File: src/hw/rtl/slps_pkg.sv
// Package for the sensor link poll supervisor.
// Holds the mode, status, function and register codes, the reset values of the
// configuration registers and the default counter width. No dependencies.
package slps_pkg;

  // Default width of the wrapping tick, prescale and periodic-reset counters.
  localparam int SLPS_COUNTER_BITS = 16;

  // Link modes.
  localparam logic [2:0] MODE_DISABLED = 3'd0;
  localparam logic [2:0] MODE_INACTIVE = 3'd1;
  localparam logic [2:0] MODE_WAIT     = 3'd2;
  localparam logic [2:0] MODE_READ     = 3'd3;
  localparam logic [2:0] MODE_DEINIT   = 3'd4;
  localparam logic [2:0] MODE_RECOVER  = 3'd5;

  // Link status codes.
  localparam logic [1:0] ST_READY   = 2'd0;
  localparam logic [1:0] ST_RX_WAIT = 2'd1;
  localparam logic [1:0] ST_RX_DONE = 2'd2;

  // Request kinds carried on the input tuser.
  localparam logic [1:0] FUNC_TICK    = 2'd0;
  localparam logic [1:0] FUNC_RX_DONE = 2'd1;
  localparam logic [1:0] FUNC_ENABLE  = 2'd2;
  localparam logic [1:0] FUNC_NOP     = 2'd3;

  // Configuration register indexes.
  localparam logic [2:0] REG_LINE_THRESHOLD = 3'd0;
  localparam logic [2:0] REG_USE_READY_LINE = 3'd1;
  localparam logic [2:0] REG_POLL_PERIOD    = 3'd2;
  localparam logic [2:0] REG_READ_PRESCALE  = 3'd3;
  localparam logic [2:0] REG_DEINIT_PERIOD  = 3'd4;
  localparam logic [2:0] REG_RESET_PERIOD   = 3'd5;

  // Configuration reset values.
  localparam logic [11:0] RST_LINE_THRESHOLD = 12'd2048;
  localparam logic        RST_USE_READY_LINE = 1'b1;
  localparam logic [15:0] RST_POLL_PERIOD    = 16'd200;
  localparam logic [13:0] RST_READ_PRESCALE  = 14'd10;
  localparam logic [14:0] RST_DEINIT_PERIOD  = 15'd10;
  localparam logic [15:0] RST_RESET_PERIOD   = 16'd60000;

  // Read timeout is this many read prescale intervals.
  localparam int TIMEOUT_FACTOR = 5;

endpackage

File: src/hw/rtl/sensor_link_poll_supervisor.sv
// Sensor link poll supervisor: top level with input register, state update
// and result register. Depends on slps_pkg.
//
// Takes one request per clock while the result stream is not stalled: a 1 ms tick
// with the sampled ready-line level, a receive-complete event, a new enable setting
// or a no-op (tuser selects which). Each request yields exactly one result, by way of
// the input register and the result register, holding the link mode, the
// read/bus-disable/bus-init/capture strobes, the link status and the data-available
// flag. The throughput is one request per cycle unless m_tready stalls; the only loop
// is the update of the mode and counter registers between the input register and the
// result register. Counters are COUNTER_BITS wide and wrap. Configuration registers
// may be written through the cfg port at any time but should change only while no
// request is in flight; cfg_ready is always high and indexes beyond the list are ignored.
module sensor_link_poll_supervisor
  import slps_pkg::*;
#(
  parameter int COUNTER_BITS = SLPS_COUNTER_BITS
) (
  input  logic        clk,
  input  logic        rst,
  // Request stream
  input  logic        s_tvalid,
  output logic        s_tready,
  input  logic [23:0] s_tdata,   // [11:0] line_level, [19:12] enable_value, [23:20] zero
  input  logic [1:0]  s_tuser,   // [1:0] func
  // Result stream
  output logic        m_tvalid,
  input  logic        m_tready,
  output logic [15:0] m_tdata,   // [2:0] link_state, [3] read_request, [4] bus_disable,
                                 // [5] bus_init, [6] capture_packet, [8:7] link_status,
                                 // [9] data_available, [15:10] zero
  // Configuration writes
  input  logic        cfg_valid,
  output logic        cfg_ready,
  input  logic [2:0]  cfg_index,
  input  logic [15:0] cfg_data
);

  // Compare width: wide enough for the counters and for five read prescales.
  localparam int CMP_W = (COUNTER_BITS > 17) ? COUNTER_BITS : 17;

  typedef logic [COUNTER_BITS-1:0] cnt_t;
  typedef logic [CMP_W-1:0]        cmp_t;

  // Configuration registers.
  logic [11:0] line_threshold;
  logic        use_ready_line;
  logic [15:0] poll_period;
  logic [13:0] read_prescale;
  logic [14:0] deinit_period;
  logic [15:0] reset_period;

  // Input register.
  logic        in_valid;
  logic [1:0]  in_func;
  logic [11:0] in_level;
  logic [7:0]  in_enable;

  // Supervisor state.
  logic [2:0]  mode, mode_next;
  cnt_t        tick_timer, tick_timer_next;
  cnt_t        prescale_count, prescale_count_next;
  cnt_t        reset_count, reset_count_next;
  logic        ready_flag, ready_flag_next;
  logic        enable_flag, enable_flag_next;
  logic [1:0]  status_code, status_code_next;

  // Result register fields.
  logic [2:0]  out_state;
  logic        out_read, out_disable, out_init, out_capture;
  logic [1:0]  out_status;
  logic        out_avail;

  // Combinational strobes and helpers.
  logic        read_now, disable_now, init_now, capture_now;
  logic        advance;
  cnt_t        tt;
  cnt_t        pc_inc;
  cmp_t        timeout_limit;
  cmp_t        recover_limit;

  // Handshakes: the input register moves on when the result register is free.
  assign advance   = in_valid && (!m_tvalid || m_tready);
  assign s_tready  = !in_valid || advance;
  assign cfg_ready = 1'b1;

  // Configuration register file.
  always_ff @(posedge clk) begin
    if (rst) begin
      line_threshold <= RST_LINE_THRESHOLD;
      use_ready_line <= RST_USE_READY_LINE;
      poll_period    <= RST_POLL_PERIOD;
      read_prescale  <= RST_READ_PRESCALE;
      deinit_period  <= RST_DEINIT_PERIOD;
      reset_period   <= RST_RESET_PERIOD;
    end else if (cfg_valid) begin
      unique case (cfg_index)
        REG_LINE_THRESHOLD: line_threshold <= cfg_data[11:0];
        REG_USE_READY_LINE: use_ready_line <= cfg_data[0];
        REG_POLL_PERIOD:    poll_period    <= cfg_data;
        REG_READ_PRESCALE:  read_prescale  <= cfg_data[13:0];
        REG_DEINIT_PERIOD:  deinit_period  <= cfg_data[14:0];
        REG_RESET_PERIOD:   reset_period   <= cfg_data;
        default: ;
      endcase
    end
  end

  // Input register.
  always_ff @(posedge clk) begin
    if (rst) begin
      in_valid <= 1'b0;
    end else if (s_tready) begin
      in_valid <= s_tvalid;
    end
    if (s_tvalid && s_tready) begin
      in_func   <= s_tuser;
      in_level  <= s_tdata[11:0];
      in_enable <= s_tdata[19:12];
    end
  end

  // Limits used by the read timeout and the recovery window.
  assign timeout_limit = (CMP_W'(read_prescale) << 2) + CMP_W'(read_prescale);
  assign recover_limit = CMP_W'(deinit_period) << 1;
  assign pc_inc        = prescale_count + cnt_t'(1);

  // Next-state logic for one request.
  always_comb begin
    mode_next           = mode;
    tt                  = tick_timer;
    prescale_count_next = prescale_count;
    reset_count_next    = reset_count;
    ready_flag_next     = ready_flag;
    enable_flag_next    = enable_flag;
    status_code_next    = status_code;
    read_now            = 1'b0;
    disable_now         = 1'b0;
    init_now            = 1'b0;
    capture_now         = 1'b0;

    case (in_func)
      FUNC_TICK: begin
        // Ready flag is sampled first, then the mode machine runs.
        ready_flag_next = use_ready_line ? (in_level > line_threshold) : 1'b1;
        unique case (mode)
          MODE_DISABLED: begin
            if (enable_flag) begin
              mode_next = MODE_INACTIVE;
              tt        = '0;
            end
          end
          MODE_INACTIVE: begin
            if (!enable_flag) begin
              mode_next = MODE_DISABLED;
            end else if (ready_flag_next) begin
              mode_next = MODE_WAIT;
              tt        = '0;
            end
          end
          MODE_WAIT: begin
            if (CMP_W'(reset_count) > CMP_W'(reset_period)) begin
              mode_next        = MODE_DEINIT;
              tt               = '0;
              reset_count_next = '0;
            end else if (!enable_flag) begin
              mode_next = MODE_DISABLED;
            end else begin
              // Polling continues in the same tick even when the line drops.
              if (!ready_flag_next) begin
                mode_next = MODE_INACTIVE;
              end
              if (CMP_W'(tick_timer) > CMP_W'(poll_period)) begin
                tt = '0;
              end
              read_now         = (tt == '0);
              reset_count_next = reset_count + cnt_t'(1);
            end
          end
          MODE_READ: begin
            if (!enable_flag) begin
              tt        = '0;
              mode_next = MODE_DISABLED;
            end else if (ready_flag_next) begin
              if (prescale_count == '0) begin
                read_now         = 1'b1;
                status_code_next = ST_RX_WAIT;
              end
              if (CMP_W'(tick_timer) > timeout_limit) begin
                mode_next        = MODE_DEINIT;
                tt               = '0;
                status_code_next = ST_READY;
              end
              prescale_count_next =
                (CMP_W'(pc_inc) >= CMP_W'(read_prescale)) ? '0 : pc_inc;
            end else begin
              tt               = '0;
              mode_next        = MODE_INACTIVE;
              status_code_next = ST_READY;
            end
          end
          MODE_DEINIT: begin
            if (CMP_W'(tick_timer) >= CMP_W'(deinit_period)) begin
              tt          = '0;
              disable_now = 1'b1;
              mode_next   = MODE_RECOVER;
            end
          end
          MODE_RECOVER: begin
            if (CMP_W'(tick_timer) == CMP_W'(deinit_period)) begin
              init_now = 1'b1;
            end else if (CMP_W'(tick_timer) >= recover_limit) begin
              tt        = '0;
              mode_next = MODE_WAIT;
            end
          end
          default: ;
        endcase
        tt = tt + cnt_t'(1);
      end
      FUNC_RX_DONE: begin
        if (mode == MODE_WAIT) begin
          mode_next = MODE_READ;
        end else if (mode == MODE_READ) begin
          capture_now      = 1'b1;
          status_code_next = ST_RX_DONE;
          tt               = '0;
        end
      end
      FUNC_ENABLE: begin
        if (in_enable <= 8'd1) begin
          enable_flag_next = in_enable[0];
        end
      end
      default: ;
    endcase
    tick_timer_next = tt;
  end

  // State and result registers.
  always_ff @(posedge clk) begin
    if (rst) begin
      mode           <= MODE_DISABLED;
      tick_timer     <= '0;
      prescale_count <= '0;
      reset_count    <= '0;
      ready_flag     <= 1'b0;
      enable_flag    <= 1'b1;
      status_code    <= ST_READY;
      m_tvalid       <= 1'b0;
    end else begin
      if (advance) begin
        mode           <= mode_next;
        tick_timer     <= tick_timer_next;
        prescale_count <= prescale_count_next;
        reset_count    <= reset_count_next;
        ready_flag     <= ready_flag_next;
        enable_flag    <= enable_flag_next;
        status_code    <= status_code_next;
        m_tvalid       <= 1'b1;
      end else if (m_tready) begin
        m_tvalid <= 1'b0;
      end
    end
    if (advance) begin
      out_state   <= mode_next;
      out_read    <= read_now;
      out_disable <= disable_now;
      out_init    <= init_now;
      out_capture <= capture_now;
      out_status  <= status_code_next;
      out_avail   <= ready_flag_next && enable_flag_next && (mode_next == MODE_READ);
    end
  end

  assign m_tdata = {6'd0, out_avail, out_status, out_capture, out_init, out_disable,
                    out_read, out_state};

  // A processed request always leaves a result in the next cycle.
  a_result_follows: assert property (@(posedge clk) disable iff (rst)
    advance |=> m_tvalid)
    else $error("result register not loaded after a request was processed");

  // At most one strobe fires per result.
  a_strobes_exclusive: assert property (@(posedge clk) disable iff (rst)
    m_tvalid |-> $onehot0({out_read, out_disable, out_init, out_capture}))
    else $error("more than one strobe in one result");

  // Bus disable and re-init only come out of the recovery path.
  a_bus_strobes_recover: assert property (@(posedge clk) disable iff (rst)
    (m_tvalid && (out_disable || out_init)) |-> (out_state == MODE_RECOVER))
    else $error("bus strobe outside recovery");

  // Data is only reported available in the read mode.
  a_avail_in_read: assert property (@(posedge clk) disable iff (rst)
    (m_tvalid && out_avail) |-> (out_state == MODE_READ))
    else $error("data available outside read mode");

endmodule

File: config.mk
export PLATFORM = sky130hd
export DESIGN_NAME = sensor_link_poll_supervisor
export DESIGN_NICKNAME = d
export VERILOG_FILES = /design/src/hw/rtl/slps_pkg.sv /design/src/hw/rtl/sensor_link_poll_supervisor.sv
export SDC_FILE = /design/constraint.sdc
export NUM_CORES = 1
export LEC_CHECK = 0
export ABC_AREA = 1
export BUFFER_PORTS_ARGS = -buffer_cell sky130_fd_sc_hd__buf_2
export CAP_MARGIN = 20
export CORE_UTILIZATION = 40
export CTS_CLUSTER_DIAMETER = 40
export DETAILED_ROUTE_END_ITERATION = 16
export GPL_ROUTABILITY_DRIVEN = 0
export PLACE_DENSITY = 0.58
export SYNTH_ARGS = -nofsm -noshare
export SYNTH_HDL_FRONTEND = slang
export SYNTH_SLANG_ARGS = --single-unit
File: constraint.sdc
create_clock -name clk -period 5.8 [get_ports clk]
set_clock_uncertainty 0.15 [all_clocks]
set_input_delay 0.87 -clock clk [delete_from_list [all_inputs] [get_ports clk]]
set_output_delay 0.87 -clock clk [all_outputs]
set_load 0.02 [all_outputs]
Yosys cells after proc, flatten, opt, wreduce, memory -nomap -nowiden
Cells that the tools add are included.
W data, S select, Z words.
Word-level totals
  flip-flop bits (word level): 163
  input port bits: 50
  word-level logic and storage cells: 144
Cells by class
  $add $sub $neg: 4
  order comparisons: 8
  equality and inequality tests: 16
  multiplexer cells: 62
  bitwise logic cells: 1
  reductions and logical operators: 28
Operators with widths (count)
  $mux W16: 22
  $pmux W16 S6: 1
  $add A16 B1 Y16 const B: 3
  $mux W3: 13
  $gt A16 B16 Y1: 2
  $logic_not A16 Y1: 2
  $pmux W16 S2: 1
  $pmux W3 S6: 1
  $add A16 B14 Y17: 1
  $gt A16 B17 Y1: 1
  $eq A16 B15 Y1: 1
  $ge A16 B14 Y1: 1
  $ge A16 B15 Y1: 1
  $ge A16 B16 Y1: 1
  $reduce_and A2 Y1: 8
  $eq A3 B2 Y1 const B: 5
  $mux W1: 14
  $mux W2: 7
  $eq A3 B3 Y1 const B: 4
  $gt A12 B12 Y1: 1
  $le A8 B1 Y1 const B: 1
  $reduce_and A4 Y1: 2
  $eq A3 B1 Y1 const B: 2
  $logic_not A3 Y1: 2
  other kinds (14): 22

Longest topological paths before layout
Gate-level depths: netlist (run 1).
  word-level depth: 12
  mapped depth: 36
  gate-level depth less buffers: 35

Least setup slack after synthesis (run 1)
No wires, ideal clock.
  kind: register to register
  start: reg read_prescale[2]
  end: reg tick_timer[14]
  library setup time: 0.132 ns
  arrival time: 4.012 ns
  required time: 5.518 ns
  slack: 1.506 ns
  cell stages (with the launch flop): 35
  period minus slack after synthesis: 4.294 ns
  cells stage by stage: dfxtp_1 > ha_1 > nand3_1 > nand2_1 > a21oi_1 > o21bai_1 > a21oi_1 > o21bai_1 > nand2_1 > nand2_1 > nand2_1 > nand2_1 > a21oi_1 > o21bai_1 > a21oi_1 > nor2_1 > xor2_1 > ha_1 > nand2_1 > nor4_1 > a31oi_1 > nand2_1 > nand2_4 > nand3_4 > buf_8 > nand2_2 > nand2_2 > ha_1 > nand2_1 > nor2_2 > nand2_1 > nor2_1 > nand2_1 > nand3_1 > a21oi_1
On the way
  cells in the longest elaborated chain, start to end: 9
RTL lines
  from (decl): line sensor_link_poll_supervisor.sv:49  | logic [13:0] read_prescale;
  from (signal assigned): line sensor_link_poll_supervisor.sv:101  | REG_READ_PRESCALE: read_prescale <= cfg_data[13:0];
  $add A16 B14 Y17: line sensor_link_poll_supervisor.sv:124  | assign timeout_limit = (CMP_W'(read_prescale) << 2) + CMP_W'(read_prescale);
  $gt A16 B17 Y1: line sensor_link_poll_supervisor.sv:189  | if (CMP_W'(tick_timer) > timeout_limit) begin
  $mux W16: line sensor_link_poll_supervisor.sv:189
  $mux W16: line sensor_link_poll_supervisor.sv:184  | end else if (ready_flag_next) begin
  $mux W16: line sensor_link_poll_supervisor.sv:181  | if (!enable_flag) begin
  $pmux W16 S6: line sensor_link_poll_supervisor.sv:146  | unique case (mode)
  $mux W16: line sensor_link_poll_supervisor.sv:142  | case (in_func)
  $add A16 B1 Y16: line sensor_link_poll_supervisor.sv:219  | tt = tt + cnt_t'(1);
  $pmux W16 S2: line sensor_link_poll_supervisor.sv:142
  to (signal assigned): line sensor_link_poll_supervisor.sv:254  | tick_timer <= tick_timer_next;
  to (decl): line sensor_link_poll_supervisor.sv:61  | cnt_t tick_timer, tick_timer_next;
Every way passes these cells. The select of a mux whose other input is x is not followed.
A chain may end at the register's enable or synchronous reset.

Worst setup path in the final report (run 1)
Ends and elaborated chain as after synthesis.

==> results.md, run 1 <==
- Initial DRC Count: ~490
- Post-synth EDFFs: 32
- CTS tree: built
- Min-Delay Path Class: flip-flop to flip-flop
- H-tree depth: 4
- P_sw: 0.0007827 W
- Tcrit/Tclk final: 0.8529
- Crit path DAT: ~5100 ps
- DP Area: approximately 11000 um2
- Crit-path max FO: 11
- Compound-cell area share of the yosys netlist: 0.1860
- Slowest CP cell: ha_1
- DP HPWL: a little over 20000 um
- 1st-pass router iterations: 5
- Max incr delay on CP: between 300 and 400 ps
- Largest net degree at the start of global routing: just under 80
- Sw frac: 0.2960
- Cell mode on critical path: nand2_1
- Largest family of logic cells by synthesized area: simple AND/OR/NAND/NOR gates
- Die H: 165.1 um
- Leak: 5.270 nW
- Post-synthesis cell count: about 1.4k
- Synth Area per Inst: about 7.5 um2
- Synth warnings: 0
- Clock slew at reported path FFs: roughly 80 ps
- Site Rows: between 50 and 60
- I/O Buffers: 57
- Hold Path Cell Cnt: 2
- Status: finished clean
- Synthesis-to-finish area growth: 10.63%
- Post-synth top area share: 0.2466
- Sink Count: around 160
- Xor-xnor portion of the synthesized cell area: 0.01976
- Setup Buffers After CTS: 0
- Residual DRC: 0
- Combinational Power Share: 0.103
- Post-route cell area: 11770 um2
- Final setup vio count: 0
- Hold-fix buffers, CTS: 0
- Core area: 26060 um2
- Primary FF master, synth: dfxtp_1
- Final Max Slew Viols: 0
- Antenna Nets Post-Route: 0
- Die area: between 20000 and 30000 um2
- Crit end category: flip-flop
- Worst reg2reg setup slack: around 850 ps
- CP delay by family, top: simple AND/OR/NAND/NOR gates
- CTS buffer count: 17
- Mapped Area: between 10000 and 15000 um2
- Ratio of cells with drive above 1 in the final layout: 0.1081
- RSZ-0062 raised after global routing: false
- Slew @ Worst Pin: about 910 ps
- Mux cell area share after synthesis: 0
- Drt total wl: roughly 28000 um
- Yosys cell types: just under 60
- Initial Util: 0.4082
- Initial antenna violation count: 0
- Clock latency on the worst-skew pair: roughly 450 ps
- Post-cts resize count: 0
- Setup TNS: 0 ps
- Final nets: ~1.6k
- Diode count: 0
- VDD IR-drop max: between 0.00015 and 0.0002 V
- Post-Synth Adder-Cell Area: 0.1430
- WL per Instance: 15.40 um
- Cell taking the most area after synthesis: dfxtp_1
- Power density over cell area: roughly 220 nW/um2
- Number of max-cap violations: 0
- Pint: ~0.0019 W
- Gr usage total: 0.2124
- Area contributors post-synth: dfxtp_1 (25%), ha_1 (14%), edfxtp_1 (9.0%)
- Slew margin rel.: 0.3868
- WP buf/inv: 0
- Ports: 69
- Final hold vios: 0
- Die width: approximately 170 um
- Kind of critical path: flip-flop to flip-flop
- Yosys reg bits: around 160
- Hold_sp: line_threshold[8]
- R2R Path Start: read_prescale[2]
- DR vias/cell: slightly above 5
- FF-to-FF path depth: 33
- Simple logic cell fraction of the synthesized area: 0.2177
- Vias in the first global route: 8589
- CTS Root Cell: clkbuf_16
- WP data required: about 6000 ps
- Post-synthesis sequential area ratio: 0.3369
- Seq pwr share: 0.457
- Max Freq: between 0.2 and 0.25 GHz
- Via count: between 9k and 10k
- Longest Clk Path Bufs: 2
- R2r endpoint: tick_timer[14]
- Ys async rst share: 0
- Startpoint types: flip-flop
- First-pass GRT wire length: ~44000 um
- Hold path endpoint: line_threshold[8]
- Minimum clock period: 4947 ps
- Clock network power share: 0.440
- Global route overflow: 0
[power groups by stage]
| stage | clock network [W] | registers (W) | logic, W |
|---|---|---|---|
| floorplan | 0 | 0.00123 | 0.000196 |
| global placement | 0 | 0.00124 | 0.000265 |
| detailed placement | 0 | 0.00124 | 0.000272 |
| CTS | 0.00119 | 0.00121 | 0.000274 |
| global route | 0.00124 | 0.00121 | 0.000311 |
| finish | 0.00116 | 0.00121 | 0.000272 |
[how the worst max path moves through the flow]
stage,cells past startpoint,end,slack [ps],start
3_3_place_gp,33,tick_timer[14],900,read_prescale[2]
4_1_cts,33,tick_timer[14],850,read_prescale[2]
3_5_place_dp,33,tick_timer[14],880,read_prescale[2]
6_report,33,tick_timer[14],850,read_prescale[2]
2_1_floorplan,34,tick_timer[14],1510,read_prescale[2]
5_1_grt,32,tick_timer[8],290,read_prescale[2]
[layer usage]
metal  up-vias  track usage  share of wire  wire length [um]
met5         -            0              0                 0
met4         0      0.08257          0.027               739
met3        42      0.03796          0.040              1095
met2       183       0.3448           0.45             12530
met1      4236       0.2787           0.48             13320
li1       4851            -              -                 -
[cells in the mapped netlist, types with 2 or more instances]
cell type and count:
a211oi_1 5, a21oi_1 175, a31oi_1 8, a32oi_1 4, and3_1 2, buf_2 5
buf_4 13, clkbuf_1 31, clkinv_1 2, conb_1 2, dfxtp_1 131, edfxtp_1 32
ha_1 120, inv_1 185, inv_2 16, nand2_1 244, nand2_2 18, nand2_4 6
nand3_1 61, nand3_4 2, nand3b_1 3, nand4_1 20, nor2_1 85, nor2_2 4
nor2_4 2, nor3_1 19, nor3_2 5, nor3_4 2, nor3b_1 4, nor4_1 8
o2111ai_1 4, o211ai_1 17, o21a_1 9, o21ai_0 108, o21ai_1 6, o21bai_1 8
o221ai_1 2, o41ai_1 2, or2_1 2, or2_2 2, xnor2_1 9, xor2_1 15
[through the flow]
step           setup slack [ps]  utilization  total power (W)  instances  hold WS, ps
6_report                  853.5       0.4516         0.002644       1797        313.2
5_1_grt                   285.1       0.4516         0.002768       1797        327.8
4_1_cts                   850.0       0.4516         0.002678       1797        318.5
3_5_place_dp              883.7       0.4280         0.001507       1765        305.8
3_3_place_gp              903.8       0.4269         0.001501       1764        301.1
2_1_floorplan              1506            -         0.001426       1420        285.3
[sequential cells by signal, summed over array words and instances (netlist names), 3 cells and up]
name            count
poll_period        16
prescale_count     16
reset_count        16
reset_period       16
tick_timer         16
deinit_period      15
read_prescale      14
in_level           12
line_threshold     12
in_enable           8
mode                3
out_state           3
[tightest hold or removal path, cell delays in order (launching register included)]
cell     delay (ps)
dfxtp_1         310
inv_1            60
a21oi_1          50
[layout make-up]
type | count | area [um2]
repair buffers | 61 | 335.3
inverters | 203 | 762.0
flip-flops and latches | 163 | 3583
clock inverters | 15 | 190.2
clock buffers | 17 | 425.4
fillers | 2669 | 14290
multi-input cells | 1003 | 6052
well taps | 335 | 419.2
[cell families after synthesis]
family	after synthesis
other	2
xor gates and xnor gates	24
buffers and inverters	254
and+or+nand+nor	494
adders and majority gates	121
DFF	163
AOI/OAI and AO/OA	357
[placed cells by master, fill, tap and decap left out, drive strengths merged, types with 5 or more instances in the layout]
cell type and instances:
a211oi 5, a21oi 177, a31oi 8, buf 61, clkbuf 17, clkinv 11
conb 7, dfxtp 131, edfxtp 32, ha 120, inv 206, nand2 268
nand3 64, nand4 20, nor2 92, nor3 26, nor4 10, o211ai 17
o21a 9, o21ai 114, o21bai 8, xnor2 9, xor2 15
Note: power is estimated with default switching activity, not from simulation.
==> run 2: changes to the inputs <==
Settings changed: RECOVER_POWER from default to 50.
==> run 2 against run 1 <==
The run now ends with capacitance limit, slew limit left. Clock-buffer cell count stayed put. Non-clock buffer count did not move. Worst setup slack got worse by 71 ps. Cell area is 0.38% lower. Cell count unchanged. Sequential share of layout area rose by 0.12 points. Highest routed layer unchanged.
==> results.md, run 2 (same netlist as run 1, synthesis figures left out) <==
- Max Freq: 0.1993 GHz (-1.4%)
- Diode count: 0 (unchanged)
- DP HPWL: 20340 um (unchanged)
- Crit-path max FO: 11 (unchanged)
- Slowest CP cell: ha_1
- Fillers: 2683 (+0.52%)
- Slew @ Worst Pin: 3143 ps (+2231 ps)
- Minimum clock period: 5018 ps (+71.14 ps)
- Top Layer Used: met4
- Global route overflow: 0 (unchanged)
- Initial DRC Count: 486 (-0.61%)
- CTS buffer count: 17 (unchanged)
- Most frequent cells in the layout: nand2_1 (244), inv_1 (184), a21oi_1 (175), dfxtp_1 (131), ha_1 (120)
- Failing checks: capacitance limit, slew limit
- Post-cts resize count: 0 (unchanged)
- Crit path DAT: 5110 ps (about the same)
- H-tree depth: 4 (unchanged)
- CTS tree: built
- Hold WS: 313.0 ps (-0.2610 ps)
- Setup TNS: 0 ps (unchanged)
- Power density over cell area: 225.4 nW/um2 (+0.30%)
- Residual DRC: 0 (unchanged)
- Die area: 27250 um2 (unchanged)
- Synthesis-to-finish area growth: 10.21%
- Status: finished with violations
- Ports: 69 (unchanged)
- Core area: 26060 um2 (unchanged)
- Critical path origin: read_prescale[2]
- Kind of critical path: flip-flop to flip-flop
- Hold_sp: reset_period[3]
- Max incr delay on CP: 370 ps (about the same)
- Site Rows: 59 (unchanged)
- Vias in the first global route: 8589 (unchanged)
- Metal-1 WL: 13400 um (+0.63%)
- WL met3: 1051 um (-4.0%)
- VDD IR-drop max: 0.0001833 V (+0.48%)
- Drt total wl: 27740 um (+0.23%)
- Cell mode on critical path: nand2_1
- 1st-pass router iterations: 5 (unchanged)
- Final nets: 1620 (unchanged)
- CTS Root Cell: clkbuf_16
- Number of max-cap violations: 2 (+2)
- Clock slew at reported path FFs: 80 ps (about the same)
- Die width: 165.1 um (unchanged)
- Die H: 165.1 um (unchanged)
- Gr usage total: 0.2124 (unchanged)
- RSZ-0062 raised after global routing: false
- Leak: 5.215 nW (-1.0%)
- Antenna Nets Post-Route: 0 (unchanged)
- Clock latency on the worst-skew pair: 450 ps (about the same)
- Final hold vios: 0 (unchanged)
- DR vias/cell: 5.182 (unchanged)
- Initial antenna violation count: 0 (unchanged)
- Hold-fix buffers, CTS: 0 (unchanged)
- R2R Path Start: read_prescale[2]
- Crit end category: flip-flop
- Tcrit/Tclk final: 0.8651 (+0.01227)
- Min-Delay Path Class: flip-flop to flip-flop
- Final Max Slew Viols: 119 (+119)
- Slew margin rel.: -1.095 (-1.482)
- I/O Buffers: 57 (unchanged)
- Met2 wire length: 12550 um (+0.20%)
- Setup Buffers After CTS: 0 (unchanged)
- Largest net degree at the start of global routing: 78 (unchanged)
- Initial Util: 0.4082 (unchanged)
- WP data required: 5890 ps (-80 ps)
- Final core occ: 0.4498 (-0.001728)
- Via count: 9312 (unchanged)
- Sink Count: 163 (unchanged)
- Longest Clk Path Bufs: 2 (unchanged)
- First-pass GRT wire length: 44390 um (unchanged)
- Commonest non-fill, non-tap cell in the layout: nand2_1
- Final setup vio count: 0 (unchanged)
- Ratio of cells with drive above 1 in the final layout: 0.09713 (-0.01094)
- Startpoint types: flip-flop
- WL per Instance: 15.44 um (+0.23%)
[run 2: cell count changes in the layout (fill, tap and decap cells not counted), sizes merged]
cell | previous run | this run
inv | 206 | 204
clkinv | 11 | 13
buf | 61 | 47
clkbuf | 17 | 31
[run 2: metrics by stage]
step	power (W)	cells	worst slack (ps)	instance area, um2
final	0.002642	1797	782.3	11720
after floorplan	0.001426	1420	1506	10660
after detailed placement	0.001507	1765	883.7	11150
after global placement	0.001501	1764	903.8	11120
after global routing	0.002766	1797	226.5	11720
after CTS	0.002678	1797	850.0	11770
[run 2: final timing paths]
check / to / slack (ps) / cells past startpoint
worst max register to register: tick_timer[14] / 780 / 33
worst min register to register: reset_period[3] / 310 / 2
worst min-delay path: reset_period[3] / 310 / 2
worst max-delay path: tick_timer[14] / 780 / 33
[run 2: final cells by class]
cell class                      instances  area [um2]  area share
Clock buffer                           17       425.4     0.03629
Clock inverter                         15       190.2     0.01622
Inverter                              203       762.0     0.06500
Multi-Input combinational cell       1003        6052      0.5163
Sequential cell                       163        3583      0.3057
Tap cell                              335       419.2     0.03576
Timing Repair Buffer                   61       290.3     0.02476
[run 2: power by group]
group / switching [W] / internal (W)
combinational: 0.000184 / 0.0000859
sequential: 0.0000193 / 0.00119
clock: 0.000578 / 0.000584
[run 2: per-layer routing]
layer	up-vias	track usage
met1	4245	0.2787
met5	-	0
met4	0	0.08257
met2	179	0.3448
met3	42	0.03796
li1	4846	-
[run 2: critical path, delay by kind of cell, from the launching register on]
kind | cells | cell delay (ps)
AOI/OAI and AO/OA | 10 | 1330
xor gates and xnor gates | 1 | 150
adders and majority gates | 3 | 870
DFF | 1 | 340
and+or+nand+nor | 19 | 1970
